$ cat config.mk
export PLATFORM = sky130hd
export DESIGN_NAME = lnds_ctrl
export DESIGN_NICKNAME = d
export VERILOG_FILES = /design/src/hw/rtl/lnds_pkg.sv /design/src/hw/rtl/lnds_ctrl.sv
export SDC_FILE = /design/constraint.sdc
export NUM_CORES = 1
export LEC_CHECK = 0
export BUFFER_PORTS_ARGS = -buffer_cell sky130_fd_sc_hd__buf_4
export CAP_MARGIN = 20
export CORE_AREA = 2 2 39 41
export DETAILED_ROUTE_END_ITERATION = 16
export DIE_AREA = 0 0 41 43
export HOLD_SLACK_MARGIN = 0.08
export SYNTH_ARGS = -nofsm -noshare
export SYNTH_HDL_FRONTEND = slang
export SYNTH_SLANG_ARGS = --single-unit
$ cat constraint.sdc
create_clock -name clk_i -period 2.3 [get_ports clk_i]
set_input_delay 0.115 -clock clk_i [delete_from_list [all_inputs] [get_ports clk_i]]
set_output_delay 0.115 -clock clk_i [all_outputs]
set_load 0.05 [all_outputs]
$ cat src/hw/rtl/lnds_pkg.sv
// Shared types and constants for the longest non-decreasing subsequence unit.
package lnds_pkg;

  localparam int MAX_ITEMS = 64;  // elements kept per sequence
  localparam int IDX_W     = 6;   // element index width
  localparam int CNT_W     = 7;   // element, pile and pick count width

  typedef struct packed {
    logic signed [31:0] sample_value;
    logic               final_item;
  } lnds_in_t;

  typedef struct packed {
    logic [5:0] position;
    logic [6:0] run_length;
    logic       end_of_run;
  } lnds_out_t;

  // Controller to datapath commands.
  typedef struct packed {
    logic ins;       // insert the input value
    logic tb_init;   // start trace-back
    logic tb_step;   // examine one stored element
    logic emit;      // drive one result
    logic clr;       // clear counts
  } lnds_cmd_t;

  // Datapath to controller status.
  typedef struct packed {
    logic tb_done;   // trace-back finished
    logic emit_last; // current result is the last one
    logic none;      // nothing picked
  } lnds_sts_t;

endpackage

$ cat src/hw/rtl/lnds_ctrl.sv
// Controller state machine of the subsequence unit.
module lnds_ctrl
  import lnds_pkg::*;
(
  input  logic      clk_i,
  input  logic      rst_ni,
  input  logic      start_i,
  input  logic      final_i,
  input  lnds_sts_t sts_i,
  output lnds_cmd_t cmd_o,
  output logic      busy_o
);

  typedef enum logic [2:0] {
    S_IDLE  = 3'b001,
    S_TRACE = 3'b010,
    S_EMIT  = 3'b100
  } state_e;

  state_e state_q, state_d;

  always_comb begin
    state_d = state_q;
    cmd_o   = '0;
    unique case (state_q)
      S_IDLE: begin
        if (start_i) begin
          cmd_o.ins = 1'b1;
          if (final_i) begin
            cmd_o.tb_init = 1'b1;
            state_d = S_TRACE;
          end
        end
      end
      S_TRACE: begin
        if (sts_i.tb_done) begin
          if (sts_i.none) begin
            cmd_o.clr = 1'b1;
            state_d = S_IDLE;
          end else begin
            state_d = S_EMIT;
          end
        end else begin
          cmd_o.tb_step = 1'b1;
        end
      end
      S_EMIT: begin
        cmd_o.emit = 1'b1;
        if (sts_i.emit_last) begin
          cmd_o.clr = 1'b1;
          state_d = S_IDLE;
        end
      end
      default: state_d = S_IDLE;
    endcase
  end

  always_ff @(posedge clk_i or negedge rst_ni) begin
    if (!rst_ni) begin
      state_q <= S_IDLE;
    end else begin
      state_q <= state_d;
    end
  end

  assign busy_o = (state_q != S_IDLE);

endmodule

==> metrics.log <==
[metrics] worst path arrival time: 1.38 ns
[metrics] unrepaired setup endpoints after global routing: false
[metrics] sequential cell area: 76.3 µm²
[metrics] Clock Skew: 0.000700 ns
[metrics] largest incremental delay on the critical path: 0.55 ns
[metrics] number of distinct library cells after synthesis: 19
[metrics] sequential element share of the synthesized area: 38.9%
[metrics] total power: 0.213 mW
[metrics] diode count: 0
[metrics] final worst path period need: 1.50 ns
[metrics] Final Non-Filler Cells: 55
[metrics] antenna-violating nets left: 0
[metrics] Starting Density: 14.2%
[metrics] net count of the finished layout: 47
[metrics] DRC violations left: 0
[metrics] detailed-route wire length: 491 µm
[metrics] largest registers: state_q x3
[metrics] most frequent cells after synthesis: 2 x sky130_fd_sc_hd__and2_1, 2 x sky130_fd_sc_hd__dfrtp_1, 2 x sky130_fd_sc_hd__inv_1
[metrics] synthesized instance count: 22
[metrics] Iteration-0 DRC Markers: 2
[metrics] number of warnings issued by yosys: 0
[metrics] final max-slew violation count: 0
[metrics] # clock sinks: 3
[metrics] Crit-path slowest cell: sky130_fd_sc_hd__dfstp_2
[metrics] Remaining Overflow, GRT: 0
[metrics] most used flip-flop cell after synthesis: sky130_fd_sc_hd__dfrtp_1
[metrics] final setup violating endpoints: 0
[metrics] top cells by area, synth: sky130_fd_sc_hd__dfrtp_1 25%, sky130_fd_sc_hd__dfstp_2 13%, sky130_fd_sc_hd__and2_1 6.4%, sky130_fd_sc_hd__and4bb_2 6.4%, sky130_fd_sc_hd__or3b_1 4.5%
[metrics] clock edge transition at the registers on the reported setup and hold paths: 0.04 ns
[metrics] Static Leak: 0.180 nW
[metrics] Post-synth EDFFs: 0
[metrics] Critical Path Fanout Max: 5
[metrics] Req. time, crit path: 2.18 ns
[metrics] Post-Synthesis Mean Instance Area: 8.93 µm²
[metrics] outcome: finished, final reports clean
[metrics] measured slew at the worst slew-check pin: 0.312 ns
[metrics] initial antenna violation count: 0
[metrics] buffer count from post-CTS setup fixing: 0
[metrics] first-pass iteration count of the detailed router: 4
[metrics] die height: 43 µm
[metrics] global-route wire length before repair: 890 µm
[metrics] Most flops, register: state_q
[metrics] Yosys top cell area share: 25.5%
[metrics] routability congestion estimate from global placement: 0.757
[metrics] final number of hold-violating endpoints: 0
[metrics] Clock H-tree levels: 1
[metrics] clock network latency to the later pin of the worst-skew pair: 0.23 ns
[metrics] Rows: 14
[metrics] number of global-route vias before repair: 207
[metrics] path category of the worst min-delay check: input port to flop
[metrics] Yosys top cell by area: sky130_fd_sc_hd__dfrtp_1
[metrics] clock root buffer master: sky130_fd_sc_hd__clkbuf_4
[metrics] x dimension of the die: 41 µm
[metrics] overall via count from detail_route: 215
[metrics] layout overhead on the synthesized area: 74.5%
[metrics] # port buffers: 12
[metrics] grt peak-use layer: met1
[metrics] max reg flops: 3
[metrics] all-layer global routing usage: 8.26%
[metrics] maximum capacitance violations: 0
[metrics] cell count after placement: 50
[metrics] clock tree from TritonCTS: built
[metrics] io pins: 13
[metrics] met1 GRT Util: 10.1%
[metrics] Worst IR Drop VDD: 0.298 mV
[metrics] power density normalized to cell area: 621 nW/µm²
[metrics] post-route clock period utilization: 65.2%
[metrics] number of fillers in the final layout: 162
[metrics] highest achievable clock rate: 667 MHz
[metrics] startpoint-to-endpoint class of the critical path: flop to output port
[metrics] average wire per standard cell: 8.93 µm
[metrics] final sum of negative setup slack: 0 ns
[metrics] headroom to the max-slew limit: 79.0%
[metrics] flop-to-flop setup slack: 1.21 ns
[metrics] Crit. End Element: output port
[metrics] multi-input gate area in the final layout: 113 µm²
[metrics] fraction of final layout cells sized beyond drive strength 1: 43.6%
[metrics] maximum number of pins on one net before global-route repair: 7
[metrics] total nets after synthesis: 29
[metrics] Async SR Flop Fraction: 100%
[metrics] GR met2 Demand/Resource: 9.06%
[metrics] number of synthesized register bits: 3
[metrics] kind of launch point of the worst setup path: flop
[metrics] met3 capacity usage during global routing: 5.24%
[metrics] worst path cell trace: inv_1 > or3_1 > buf_4
[metrics] number of buffers created by CTS: 3
[metrics] overall die area: 1760 µm²
[metrics] area of the core: 1380 µm²
[metrics] detail-routed via count per cell: 3.91
[metrics] Netlist Area Pre-Place: 196 µm²
[metrics] CTS Buffer Depth: 2
metrics by stage:
step	worst slack [ns]	instance area [µm²]	util (%)	hold WS [ns]
floorplan	0.463	196	-	-0.181
global placement	1.04	307	22.2	-0.0935
detailed placement	1.04	307	22.2	-0.0949
CTS	0.786	343	24.8	0.0871
global route	0.699	343	24.8	0.0927
finish	0.800	343	24.8	0.0952
layer usage:
metal / up-vias / part of all wire (%)
li1: 110 / -
met1: 97 / 43
met2: 8 / 48
met3: 0 / 9.2
met4: 0 / 0
met5: - / 0
final cells by class:
| class | instances | share of cell area [%] |
|---|---|---|
| tap | 16 | 5.84 |
| clock buffer | 4 | 7.66 |
| timing repair buffer | 13 | 29.2 |
| inverter | 2 | 2.19 |
| sequential | 3 | 22.3 |
| multi-input combinational | 17 | 32.8 |
path summary, 6_finish.rpt:
path / endpoint / from / cells after the start
worst max register to register: state_q[0]$_DFFE_PN1P_ / state_q[0]$_DFFE_PN1P_ / 3
worst min register to register: state_q[0]$_DFFE_PN1P_ / state_q[0]$_DFFE_PN1P_ / 2
min in group asynchronous: state_q[2]$_DFFE_PN0P_ / rst_ni / 2
worst max-delay path: busy_o / state_q[0]$_DFFE_PN1P_ / 3
worst min-delay path: state_q[1]$_DFFE_PN0P_ / final_i / 2
max in group asynchronous: state_q[0]$_DFFE_PN1P_ / rst_ni / 2
cells by family (layout without fill, tap and decap cells):
| group | after synthesis | after routing | synth area share (%) |
|---|---|---|---|
| flip-flops | 3 | 3 | 38.9 |
| AND/OR/NAND/NOR | 12 | 12 | 40.8 |
| buffers and inverters | 2 | 19 | 3.82 |
| AO/OA/AOI/OAI | 5 | 5 | 16.6 |
timing repair:
| action | CTS | global route |
|---|---|---|
| resized for setup | 0 | 0 |
| hold buffers | 1 | 0 |
| endpoints found under the hold margin | 3 | 0 |
power breakdown:
| part | leakage [nW] | switching, mW | internal, mW |
|---|---|---|---|
| combinational | 0.128 | 0.0358 | 0.0240 |
| sequential | 0.0377 | 0.00369 | 0.0577 |
| clock | 0.0150 | 0.0268 | 0.0650 |
worst max-delay path, delay by kind of cell, from the launching register on:
kind | cells | cell delay (ns)
and+or+nand+nor | 1 | 0.35
buffers and inverters | 2 | 0.26
DFF | 1 | 0.55
cell usage in the layout, fill, tap and decap left out, types with 2 or more instances in the layout:
cell and n:
sky130_fd_sc_hd__inv_1 2, sky130_fd_sc_hd__buf_4 12, sky130_fd_sc_hd__clkbuf_4 3, sky130_fd_sc_hd__and2_1 2, sky130_fd_sc_hd__dfrtp_1 2
Note: power is estimated with default switching activity, not from simulation.
